File: src/hrp_pkg.sv
// ----------------------------------------------------------------------------
// hrp_pkg
// Shared types, constants and the CRC step function of the hex record parser with CRC-8.
// ----------------------------------------------------------------------------
package hrp_pkg;

    localparam int CHAR_W        = 8;
    localparam int LINE_CHARS    = 64;
    localparam int POS_W         = 6;
    localparam int RECORD_BYTES  = 16;
    localparam int RB_IDX_W      = 4;
    localparam int PAYLOAD_MAX   = 13;
    localparam int DEVICES       = 4;
    localparam int SLOT_W        = 2;
    localparam int RINDEX_W      = 11;
    localparam int PLEN_W        = 4;
    localparam int ID_W          = 32;
    localparam int COUNT_MIN     = 3;

    localparam logic [7:0] DEVICE_MARK = 8'had;
    localparam logic [7:0] CRC_POLY    = 8'h07;
    localparam logic [7:0] CHAR_ZERO   = 8'h30;
    localparam logic [7:0] CHAR_FOUR   = 8'h34;
    localparam logic [7:0] CHAR_NINE   = 8'h39;
    localparam logic [7:0] CHAR_A      = 8'h41;
    // 'A' - 10: a letter digit counts from ten
    localparam logic [7:0] ALPHA_BASE  = 8'h37;

    // Result kinds
    typedef enum logic [1:0] {
        KIND_DEVICE = 2'd0,
        KIND_RECORD = 2'd1,
        KIND_ERROR  = 2'd2
    } rec_kind_t;

    // Error codes
    typedef enum logic [2:0] {
        ERR_NONE      = 3'd0,
        ERR_ADDRESS   = 3'd1,
        ERR_CRC       = 3'd2,
        ERR_COUNT     = 3'd3,
        ERR_DEVICES   = 3'd4
    } err_code_t;

    // Line classification, decided on the second character
    typedef enum logic [3:0] {
        LK_NONE    = 4'b0001,
        LK_DEVICE  = 4'b0010,
        LK_RECORD  = 4'b0100,
        LK_IGNORE  = 4'b1000
    } line_kind_t;

    // One result run handed from the parser to the result generator
    typedef struct packed {
        rec_kind_t                          kind;
        err_code_t                          err;
        logic [SLOT_W-1:0]                  slot;
        logic [7:0]                         address;
        logic [ID_W-1:0]                    id;
        logic [RINDEX_W-1:0]                rindex;
        logic [7:0]                         command;
        logic [PLEN_W-1:0]                  plen;
        logic [PAYLOAD_MAX-1:0][7:0]        payload;
    } run_load_t;

    // CRC-8, one byte, MSB first
    function automatic logic [7:0] crc8_step(input logic [7:0] crc, input logic [7:0] b);
        logic [7:0] r;
        r = crc ^ b;
        for (int i = 0; i < 8; i++) begin
            r = r[7] ? ({r[6:0], 1'b0} ^ CRC_POLY) : {r[6:0], 1'b0};
        end
        return r;
    endfunction

endpackage

File: src/hrp_line_parser.sv
// ----------------------------------------------------------------------------
// hrp_line_parser
// Input register, per-character decode, line state, CRC and device tracking.
// Hands one result run to the generator at the end of a line that yields one.
// ----------------------------------------------------------------------------
module hrp_line_parser (
    input  logic                       aclk,
    input  logic                       aresetn,
    input  logic                       in_valid,
    output logic                       in_ready,
    input  logic [hrp_pkg::CHAR_W-1:0] in_char,
    input  logic                       in_end,
    input  logic                       gen_idle,
    output logic                       load_valid,
    output hrp_pkg::run_load_t         load
);

    // Input register
    logic                       in_valid_reg;
    logic [hrp_pkg::CHAR_W-1:0] char_reg;
    logic                       end_reg;

    // Line state
    logic [hrp_pkg::POS_W-1:0]  pos_reg, pos_next;
    hrp_pkg::line_kind_t        kind_reg, kind_next;
    logic [7:0]                 first_reg, first_next;
    logic [3:0]                 high_reg, high_next;
    logic [7:0]                 count_reg, count_next;
    logic [7:0]                 laddr_reg, laddr_next;
    logic [7:0]                 mark_reg, mark_next;
    logic [hrp_pkg::ID_W-1:0]   pend_reg, pend_next;
    logic [7:0]                 crc_reg, crc_next;
    logic [7:0]                 scrc_reg, scrc_next;
    logic [7:0]                 rb_reg [hrp_pkg::RECORD_BYTES];

    // Device state
    logic [7:0]                   cur_addr_reg, cur_addr_next;
    logic [hrp_pkg::ID_W-1:0]     cur_id_reg, cur_id_next;
    logic [hrp_pkg::SLOT_W-1:0]   slot_reg, slot_next;
    logic [hrp_pkg::RINDEX_W-1:0] rcount_reg, rcount_next;
    logic                         halted_reg, halted_next;

    // Decode
    logic [7:0]                 nib;
    logic [7:0]                 byte_val;
    logic [4:0]                 k;
    logic [7:0]                 k8;
    logic [hrp_pkg::POS_W:0]    chars;
    logic                       ends;
    logic                       proceed;
    logic                       cnt_ok;
    logic                       rb_we;
    logic [hrp_pkg::RB_IDX_W-1:0] rb_idx;
    logic                       slot_full;
    logic [8:0]                 need_chars;
    logic [hrp_pkg::PLEN_W-1:0] plen;
    logic                       emit;

    assign nib      = (char_reg >= hrp_pkg::CHAR_A) ? char_reg - hrp_pkg::ALPHA_BASE
                                                    : char_reg - hrp_pkg::CHAR_ZERO;
    assign byte_val = {high_reg, 4'b0000} + nib;
    assign k        = pos_reg[hrp_pkg::POS_W-1:1];
    assign k8       = {3'b000, k};
    assign chars    = {1'b0, pos_reg} + 7'd1;
    assign ends     = end_reg || (chars >= 7'(hrp_pkg::LINE_CHARS - 1));
    assign proceed  = in_valid_reg && (halted_reg || !ends || gen_idle);
    assign in_ready = !in_valid_reg || proceed;
    assign cnt_ok   = (count_reg >= 8'(hrp_pkg::COUNT_MIN))
                   && (count_reg <= 8'(hrp_pkg::RECORD_BYTES));
    assign rb_idx   = hrp_pkg::RB_IDX_W'(k - 5'd2);
    assign slot_full = (cur_addr_reg != 8'd0)
                    && (({1'b0, slot_reg} + 3'd1) >= 3'(hrp_pkg::DEVICES));
    assign need_chars = {count_next, 1'b0} + 9'd4;
    assign plen     = hrp_pkg::PLEN_W'(count_next - 8'(hrp_pkg::COUNT_MIN));

    // Absorb one character into the line state
    always_comb begin
        first_next = first_reg;
        kind_next  = kind_reg;
        high_next  = high_reg;
        count_next = count_reg;
        laddr_next = laddr_reg;
        mark_next  = mark_reg;
        pend_next  = pend_reg;
        crc_next   = crc_reg;
        scrc_next  = scrc_reg;
        rb_we      = 1'b0;

        if (pos_reg == '0) begin
            first_next = char_reg;
        end
        if (pos_reg == hrp_pkg::POS_W'(1)) begin
            if (first_reg == hrp_pkg::CHAR_FOUR && char_reg == hrp_pkg::CHAR_NINE) begin
                kind_next = hrp_pkg::LK_DEVICE;
            end else if (first_reg == hrp_pkg::CHAR_ZERO && char_reg == hrp_pkg::CHAR_ZERO) begin
                kind_next = hrp_pkg::LK_RECORD;
            end else begin
                kind_next = hrp_pkg::LK_IGNORE;
            end
        end

        if (!pos_reg[0]) begin
            high_next = nib[3:0];
        end else if (kind_next == hrp_pkg::LK_DEVICE) begin
            if (k == 5'd2) begin
                laddr_next = byte_val;
            end else if (k == 5'd3) begin
                mark_next = byte_val;
            end else if (k >= 5'd4 && k <= 5'd7) begin
                pend_next = {pend_reg[hrp_pkg::ID_W-9:0], byte_val};
            end
        end else if (kind_next == hrp_pkg::LK_RECORD) begin
            if (k == 5'd1) begin
                count_next = byte_val;
            end else if (k >= 5'd2 && cnt_ok) begin
                if (k8 <= count_reg) begin
                    if (k == 5'd2) begin
                        laddr_next = byte_val;
                    end
                    crc_next = hrp_pkg::crc8_step(crc_reg, byte_val);
                    rb_we    = 1'b1;
                end else if (k8 == count_reg + 8'd1) begin
                    scrc_next = byte_val;
                end
            end else if (k == 5'd2) begin
                laddr_next = byte_val;
            end
        end
    end

    // Decide the line-end result and the device state update
    always_comb begin
        cur_addr_next = cur_addr_reg;
        cur_id_next   = cur_id_reg;
        slot_next     = slot_reg;
        rcount_next   = rcount_reg;
        halted_next   = halted_reg;
        emit          = 1'b0;

        load.kind    = hrp_pkg::KIND_ERROR;
        load.err     = hrp_pkg::ERR_NONE;
        load.command = 8'd0;
        load.plen    = '0;
        load.payload = '0;

        if (kind_next == hrp_pkg::LK_DEVICE) begin
            if (chars >= 7'd16 && mark_next == hrp_pkg::DEVICE_MARK) begin
                emit = 1'b1;
                if (slot_full) begin
                    load.err    = hrp_pkg::ERR_DEVICES;
                    halted_next = 1'b1;
                end else begin
                    if (cur_addr_reg != 8'd0) begin
                        slot_next   = slot_reg + hrp_pkg::SLOT_W'(1);
                        rcount_next = '0;
                    end
                    cur_addr_next = laddr_next;
                    cur_id_next   = pend_next;
                    load.kind     = hrp_pkg::KIND_DEVICE;
                end
            end
        end else if (kind_next == hrp_pkg::LK_RECORD) begin
            emit = 1'b1;
            if (count_next < 8'(hrp_pkg::COUNT_MIN)
                    || count_next > 8'(hrp_pkg::RECORD_BYTES)) begin
                load.err    = hrp_pkg::ERR_COUNT;
                halted_next = 1'b1;
            end else if (laddr_next != cur_addr_reg) begin
                load.err    = hrp_pkg::ERR_ADDRESS;
                halted_next = 1'b1;
            end else if ({2'b00, chars} < need_chars || crc_next != scrc_next) begin
                load.err    = hrp_pkg::ERR_CRC;
                halted_next = 1'b1;
            end else begin
                load.kind    = hrp_pkg::KIND_RECORD;
                load.command = rb_reg[1];
                load.plen    = plen;
                for (int i = 0; i < hrp_pkg::PAYLOAD_MAX; i++) begin
                    load.payload[i] = (i < int'(plen)) ? rb_reg[i + 2] : 8'd0;
                end
                rcount_next = rcount_reg + hrp_pkg::RINDEX_W'(1);
            end
        end

        // Device results show the updated device, others the current one
        load.slot    = slot_next;
        load.address = cur_addr_next;
        load.id      = cur_id_next;
        load.rindex  = (load.kind == hrp_pkg::KIND_DEVICE) ? rcount_next : rcount_reg;
    end

    assign pos_next   = pos_reg + hrp_pkg::POS_W'(1);
    assign load_valid = proceed && !halted_reg && ends && emit;

    // Hold the input beat until it is processed
    always_ff @(posedge aclk) begin
        if (!aresetn) begin
            in_valid_reg <= 1'b0;
        end else if (in_valid && in_ready) begin
            in_valid_reg <= 1'b1;
        end else if (proceed) begin
            in_valid_reg <= 1'b0;
        end
    end

    always_ff @(posedge aclk) begin
        if (in_valid && in_ready) begin
            char_reg <= in_char;
            end_reg  <= in_end;
        end
    end

    // Advance line and device state; clear line state at line end
    always_ff @(posedge aclk) begin
        if (!aresetn) begin
            pos_reg      <= '0;
            kind_reg     <= hrp_pkg::LK_NONE;
            first_reg    <= 8'd0;
            high_reg     <= 4'd0;
            count_reg    <= 8'd0;
            laddr_reg    <= 8'd0;
            mark_reg     <= 8'd0;
            pend_reg     <= '0;
            crc_reg      <= 8'd0;
            scrc_reg     <= 8'd0;
            cur_addr_reg <= 8'd0;
            cur_id_reg   <= '0;
            slot_reg     <= '0;
            rcount_reg   <= '0;
            halted_reg   <= 1'b0;
        end else if (proceed && !halted_reg) begin
            if (ends) begin
                pos_reg      <= '0;
                kind_reg     <= hrp_pkg::LK_NONE;
                first_reg    <= 8'd0;
                high_reg     <= 4'd0;
                count_reg    <= 8'd0;
                laddr_reg    <= 8'd0;
                mark_reg     <= 8'd0;
                pend_reg     <= '0;
                crc_reg      <= 8'd0;
                scrc_reg     <= 8'd0;
                cur_addr_reg <= cur_addr_next;
                cur_id_reg   <= cur_id_next;
                slot_reg     <= slot_next;
                rcount_reg   <= rcount_next;
                halted_reg   <= halted_next;
            end else begin
                pos_reg   <= pos_next;
                kind_reg  <= kind_next;
                first_reg <= first_next;
                high_reg  <= high_next;
                count_reg <= count_next;
                laddr_reg <= laddr_next;
                mark_reg  <= mark_next;
                pend_reg  <= pend_next;
                crc_reg   <= crc_next;
                scrc_reg  <= scrc_next;
            end
        end
    end

    // Record byte store: one write port, read at fixed places
    always_ff @(posedge aclk) begin
        if (proceed && !halted_reg && rb_we) begin
            rb_reg[rb_idx] <= byte_val;
        end
    end

endmodule

File: src/hrp_result_gen.sv
// ----------------------------------------------------------------------------
// hrp_result_gen
// Result register: holds a run, one beat per payload byte or one if none.
// ----------------------------------------------------------------------------
module hrp_result_gen (
    input  logic                          aclk,
    input  logic                          aresetn,
    input  logic                          load_valid,
    input  hrp_pkg::run_load_t            load,
    output logic                          idle,
    output logic                          out_valid,
    input  logic                          out_ready,
    output hrp_pkg::rec_kind_t            out_kind,
    output hrp_pkg::err_code_t            out_err,
    output logic [hrp_pkg::SLOT_W-1:0]    out_slot,
    output logic [7:0]                    out_address,
    output logic [hrp_pkg::ID_W-1:0]      out_id,
    output logic [hrp_pkg::RINDEX_W-1:0]  out_rindex,
    output logic [7:0]                    out_command,
    output logic [hrp_pkg::PLEN_W-1:0]    out_plen,
    output logic [hrp_pkg::PLEN_W-1:0]    out_bidx,
    output logic [7:0]                    out_pbyte,
    output logic                          out_last
);

    logic                              valid_reg;
    hrp_pkg::rec_kind_t                kind_reg;
    hrp_pkg::err_code_t                err_reg;
    logic [hrp_pkg::SLOT_W-1:0]        slot_reg;
    logic [7:0]                        addr_reg;
    logic [hrp_pkg::ID_W-1:0]          id_reg;
    logic [hrp_pkg::RINDEX_W-1:0]      rindex_reg;
    logic [7:0]                        cmd_reg;
    logic [hrp_pkg::PLEN_W-1:0]        plen_reg;
    logic [hrp_pkg::PLEN_W-1:0]        bidx_reg;
    logic [hrp_pkg::PAYLOAD_MAX-1:0][7:0] pbuf_reg;
    logic                              beat;

    assign out_last = (kind_reg != hrp_pkg::KIND_RECORD) || (plen_reg == '0)
                   || (bidx_reg + hrp_pkg::PLEN_W'(1) == plen_reg);
    assign beat     = valid_reg && out_ready;
    assign idle     = !valid_reg;

    // Load a run, drop it after its last beat
    always_ff @(posedge aclk) begin
        if (!aresetn) begin
            valid_reg <= 1'b0;
        end else if (load_valid) begin
            valid_reg <= 1'b1;
        end else if (beat && out_last) begin
            valid_reg <= 1'b0;
        end
    end

    // Payload registers: load, then shift one byte per beat until the last
    always_ff @(posedge aclk) begin
        if (load_valid) begin
            kind_reg   <= load.kind;
            err_reg    <= load.err;
            slot_reg   <= load.slot;
            addr_reg   <= load.address;
            id_reg     <= load.id;
            rindex_reg <= load.rindex;
            cmd_reg    <= load.command;
            plen_reg   <= load.plen;
            bidx_reg   <= '0;
            pbuf_reg   <= load.payload;
        end else if (beat && !out_last) begin
            bidx_reg <= bidx_reg + hrp_pkg::PLEN_W'(1);
            pbuf_reg <= {8'd0, pbuf_reg[hrp_pkg::PAYLOAD_MAX-1:1]};
        end
    end

    assign out_valid   = valid_reg;
    assign out_kind    = kind_reg;
    assign out_err     = err_reg;
    assign out_slot    = slot_reg;
    assign out_address = addr_reg;
    assign out_id      = id_reg;
    assign out_rindex  = rindex_reg;
    assign out_command = cmd_reg;
    assign out_plen    = plen_reg;
    assign out_bidx    = bidx_reg;
    assign out_pbyte   = pbuf_reg[0];

endmodule

File: src/hex_record_parser_crc8.sv
// ----------------------------------------------------------------------------
// hex_record_parser_crc8
// Parses an ASCII hex image stream into device and command record results.
// ----------------------------------------------------------------------------
// Path: a line-ending character reaches its first result through the input
//   register, then the result register.
// Throughput: one character per cycle; a record run of n payload bytes takes
//   n output beats (one when n is zero), and a line end (unless halted) waits in
//   the input register until the previous run has fully left the result register.
// Reset: synchronous, active low; clears line, device and halt state. The
//   record byte store is not cleared.
module hex_record_parser_crc8 (
    input  logic        aclk,
    input  logic        aresetn,
    input  logic        s_tvalid,
    output logic        s_tready,
    input  logic [7:0]  s_tdata,   // [7:0] character
    input  logic        s_tlast,   // line_end
    output logic        m_tvalid,
    input  logic        m_tready,
    // [2:0] error_code, [4:3] device_slot, [12:5] device_address,
    // [44:13] device_id, [55:45] record_index, [63:56] command,
    // [67:64] payload_length, [71:68] byte_index, [79:72] payload_byte
    output logic [79:0] m_tdata,
    output logic [1:0]  m_tuser,   // [1:0] record_kind
    output logic        m_tlast    // last
);

    logic                          gen_idle;
    logic                          load_valid;
    hrp_pkg::run_load_t            load;
    hrp_pkg::rec_kind_t            out_kind;
    hrp_pkg::err_code_t            out_err;
    logic [hrp_pkg::SLOT_W-1:0]    out_slot;
    logic [7:0]                    out_address;
    logic [hrp_pkg::ID_W-1:0]      out_id;
    logic [hrp_pkg::RINDEX_W-1:0]  out_rindex;
    logic [7:0]                    out_command;
    logic [hrp_pkg::PLEN_W-1:0]    out_plen;
    logic [hrp_pkg::PLEN_W-1:0]    out_bidx;
    logic [7:0]                    out_pbyte;

    hrp_line_parser u_parser (
        .aclk       (aclk),
        .aresetn    (aresetn),
        .in_valid   (s_tvalid),
        .in_ready   (s_tready),
        .in_char    (s_tdata),
        .in_end     (s_tlast),
        .gen_idle   (gen_idle),
        .load_valid (load_valid),
        .load       (load)
    );

    hrp_result_gen u_gen (
        .aclk        (aclk),
        .aresetn     (aresetn),
        .load_valid  (load_valid),
        .load        (load),
        .idle        (gen_idle),
        .out_valid   (m_tvalid),
        .out_ready   (m_tready),
        .out_kind    (out_kind),
        .out_err     (out_err),
        .out_slot    (out_slot),
        .out_address (out_address),
        .out_id      (out_id),
        .out_rindex  (out_rindex),
        .out_command (out_command),
        .out_plen    (out_plen),
        .out_bidx    (out_bidx),
        .out_pbyte   (out_pbyte),
        .out_last    (m_tlast)
    );

    // Pack the result beat
    assign m_tdata = {out_pbyte, out_bidx, out_plen, out_command, out_rindex,
                      out_id, out_address, out_slot, out_err};
    assign m_tuser = out_kind;

endmodule

File: config.mk
export PLATFORM = sky130hd
export DESIGN_NAME = hex_record_parser_crc8
export DESIGN_NICKNAME = d
export VERILOG_FILES = /design/src/hrp_pkg.sv /design/src/hrp_line_parser.sv /design/src/hrp_result_gen.sv /design/src/hex_record_parser_crc8.sv
export SDC_FILE = /design/constraint.sdc
export NUM_CORES = 1
export LEC_CHECK = 0
export ABC_AREA = 1
export BUFFER_PORTS_ARGS = -buffer_cell sky130_fd_sc_hd__buf_2
export CAP_MARGIN = 10
export CELL_PAD_IN_SITES_DETAIL_PLACEMENT = 1
export CELL_PAD_IN_SITES_GLOBAL_PLACEMENT = 1
export CORE_MARGIN = 4
export CORE_UTILIZATION = 53
export CTS_BUF_LIST = sky130_fd_sc_hd__clkbuf_8
export CTS_CLUSTER_DIAMETER = 120
export CTS_CLUSTER_SIZE = 25
export DETAILED_ROUTE_END_ITERATION = 6
export PLACE_DENSITY = 0.85
export SYNTH_ARGS = -nofsm -noshare
export SYNTH_HDL_FRONTEND = slang
export SYNTH_SLANG_ARGS = --single-unit
File: constraint.sdc
create_clock -name aclk -period 22 [get_ports aclk]
set_input_delay 3.3 -clock aclk [delete_from_list [all_inputs] [get_ports aclk]]
set_output_delay 3.3 -clock aclk [all_outputs]
set_load 0.02 [all_outputs]
==> impl_metrics.ini <==
[clocking]
clk_pin_slew_ns = 0.17
htreeDepth = 1
cts_sinks = 449
tritoncts = done
cts_root_buffer = clkbuf_8
clockBufferDepth = 3
postCtsHoldBufs = 0
clkLatencyLatePin_ns = 0.64
cts.repair.resized = 0
cts_buffers = 21
postCtsSetupRepairBufs = 0

[layout]
seq_area_um2 = 11900
final_net_count = 2358
finalInstanceArea_um2 = 21800
area_growth_pct = 5.99
largest_reg_flops = 112
post-route-util = 0.574
multi_input_area_um2 = 7250
antenna_cells = 0
fillCellCount = 4508
drive_gt1_frac = 0.106

[floorplanning]
core-area_um2 = 38000
start_util = 0.542
rows = 71
ios = 98
die-width_um = 205
dieArea_um2 = 42100
die_y_um = 205

[power]
p_leak_nw = 8.99
peakVddDrop_mv = 0.0593
total_power_mw = 1.34
power_density_nw_per_um2 = 61.6

[setup_path]
cpPeakStageDelay_ns = 0.61
worstPathCellList = inv_1 -> nor3_1 -> nand3_1 -> xor2_1 -> inv_1 -> a21oi_1 -> nand2_1 -> nand3_1 -> buf_2
crit_required_ns = 18.70
critPathMaxFanout = 13
worstSetupEndpointType = output pin
crit_type = reg -> out
start_kind = register
timing.critical_path.buf_inv = 3
arrival_ns = 3.32
critical_path.top_delay_family = simple AND/OR/NAND/NOR gates
slowest_stage = dfxtp_1

[synth]
netlist_area_um2 = 20600
syn_inst = 2258
synth_edf_count = 295
synth_common_cells = nand2_1 (640), edfxtp_1 (295), inv_1 (257)
synth_most_common_cell = nand2_1
synth_cell_type_count = 52
ys.warnings.count = 0
yosysTopAreaCellShare = 0.430
synth_seq_cells = 449
async_reset_ff_frac = 0
yosys_most_used_dff = edfxtp_1
syn-num-nets = 2309
synth_area_leaders = edfxtp_1 (43%), dfxtp_1 (15%), nand2_1 (12%)
synth_area_leader_cell = edfxtp_1
ys_seq_area_frac = 0.580
syn_avg_cell_area_um2 = 9.12

[global_route]
grt_max_degree = 85
grt_pass1_vias = 16760
antenna_found_initial = 1
grt.overflow.total = 0
grtUsageTotal = 0.268
grt_pass1_wl_mm = 89.7

[detailed_routing]
drtIter0Drc = 1079
drt-vias-per-instance = 5.62
firstDrtPassIters = 5
ant_nets = 0
wl_mm = 57.1
post-route-drc-count = 0
vias = 15916
routedWlPerCell_um = 20.2

[run_status]
status = complete, no violations

[timing]
final.min_clock_period_ns = 6.62
slew_violations = 0
finalHoldViolCount = 0
worst_pin_slew_ns = 1.08
finalClockSkew_ns = 0.0356
rsz0062_at_grt = false
finalSetupTns_ns = 0
setup_viol = 0
period_share = 0.301
fmax_mhz = 151
max_slew_margin = 0.279
fin_hold_ws_ns = 0.468

[placed_design]
io_buffer_count = 97
gp_congestion = 0.872
hpwl_mm = 40.1
placed_area_um2 = 21500

[job]
cap_violations = 0

[worst_hold_path]
worstHoldPathType = reg -> reg
worst register-to-register path: cells and delay by family, from the launching register on:
| family | cells | cell delay (ns) |
|---|---|---|
| simple gates | 25 | 4.59 |
| fa+ha+maj | 3 | 0.79 |
| flops | 1 | 0.44 |
| buf+inv | 5 | 0.37 |
| xor+xnor | 1 | 0.15 |
path summary, 6_finish.rpt:
check	start	endpoint	slack [ns]	depth (start not counted)
max reg2reg	u_parser.char_reg[4]	u_gen.pbuf_reg[98]	15.50	34
max	u_parser.pos_reg[0]	s_tready	15.38	9
min reg2reg	u_parser.cur_id_reg[18]	u_parser.cur_id_reg[18]	0.47	2
min	u_parser.cur_id_reg[18]	u_parser.cur_id_reg[18]	0.47	2
cell usage in the layout, fill, tap and decap left out, types with 7 or more instances in the layout:
| master | instances |
|---|---|
| nand2_1 | 639 |
| edfxtp_1 | 295 |
| inv_1 | 272 |
| dfxtp_1 | 154 |
| nand3_1 | 135 |
| o21ai_0 | 122 |
| a21oi_1 | 109 |
| nor2_1 | 106 |
| buf_2 | 97 |
| o21ai_1 | 74 |
| or2_2 | 37 |
| ha_1 | 37 |
| mux2i_1 | 25 |
| xor2_1 | 23 |
| clkbuf_8 | 21 |
| nand4_1 | 16 |
| nor2_2 | 16 |
| o31ai_1 | 16 |
| buf_4 | 14 |
| inv_2 | 12 |
| nand2_2 | 12 |
| o22ai_1 | 12 |
| xnor2_1 | 10 |
| nand3_2 | 9 |
| nor3_1 | 7 |
| o21ai_2 | 7 |
through the flow:
| step | setup slack [ns] | instances |
|---|---|---|
| finish | 15.38 | 2833 |
| global route | 14.74 | 2833 |
| CTS | 15.38 | 2832 |
| detailed placement | 15.49 | 2794 |
| global placement | 15.84 | 2794 |
| floorplan | 10.63 | 2258 |
area by class of cell:
class / instances / area share
multi-input combinational: 1449 / 0.332
clock inverter: 17 / 0.00310
clock buffer: 21 / 0.0132
timing repair buffer: 112 / 0.0274
inverter: 274 / 0.0475
sequential: 449 / 0.547
tap: 511 / 0.0293
logic make-up (layout without fill, tap and decap cells):
family | after synthesis | in the layout | synth area share
buffers and inverters | 360 | 424 | 0.0691
multiplexers | 25 | 25 | 0.0122
XOR/XNOR | 33 | 33 | 0.0140
flip-flops | 449 | 449 | 0.580
AO/OA/AOI/OAI | 354 | 354 | 0.0917
AND/OR/NAND/NOR | 999 | 999 | 0.210
adder cells (fa/ha/maj) | 38 | 38 | 0.0235
where the power goes:
part	switching, mW	internal (mW)
sequential	0.00420	0.902
clock	0.250	0.0916
combinational	0.0745	0.0212
metal layers:
metal	vias up	routed length (um)	GRT usage
met5	-	13	0
met1	7941	23100	0.329
met3	110	2090	0.0241
met2	352	30200	0.504
li1	7511	-	-
met4	2	1700	0.0768
(Power assumes the default switching activity.)
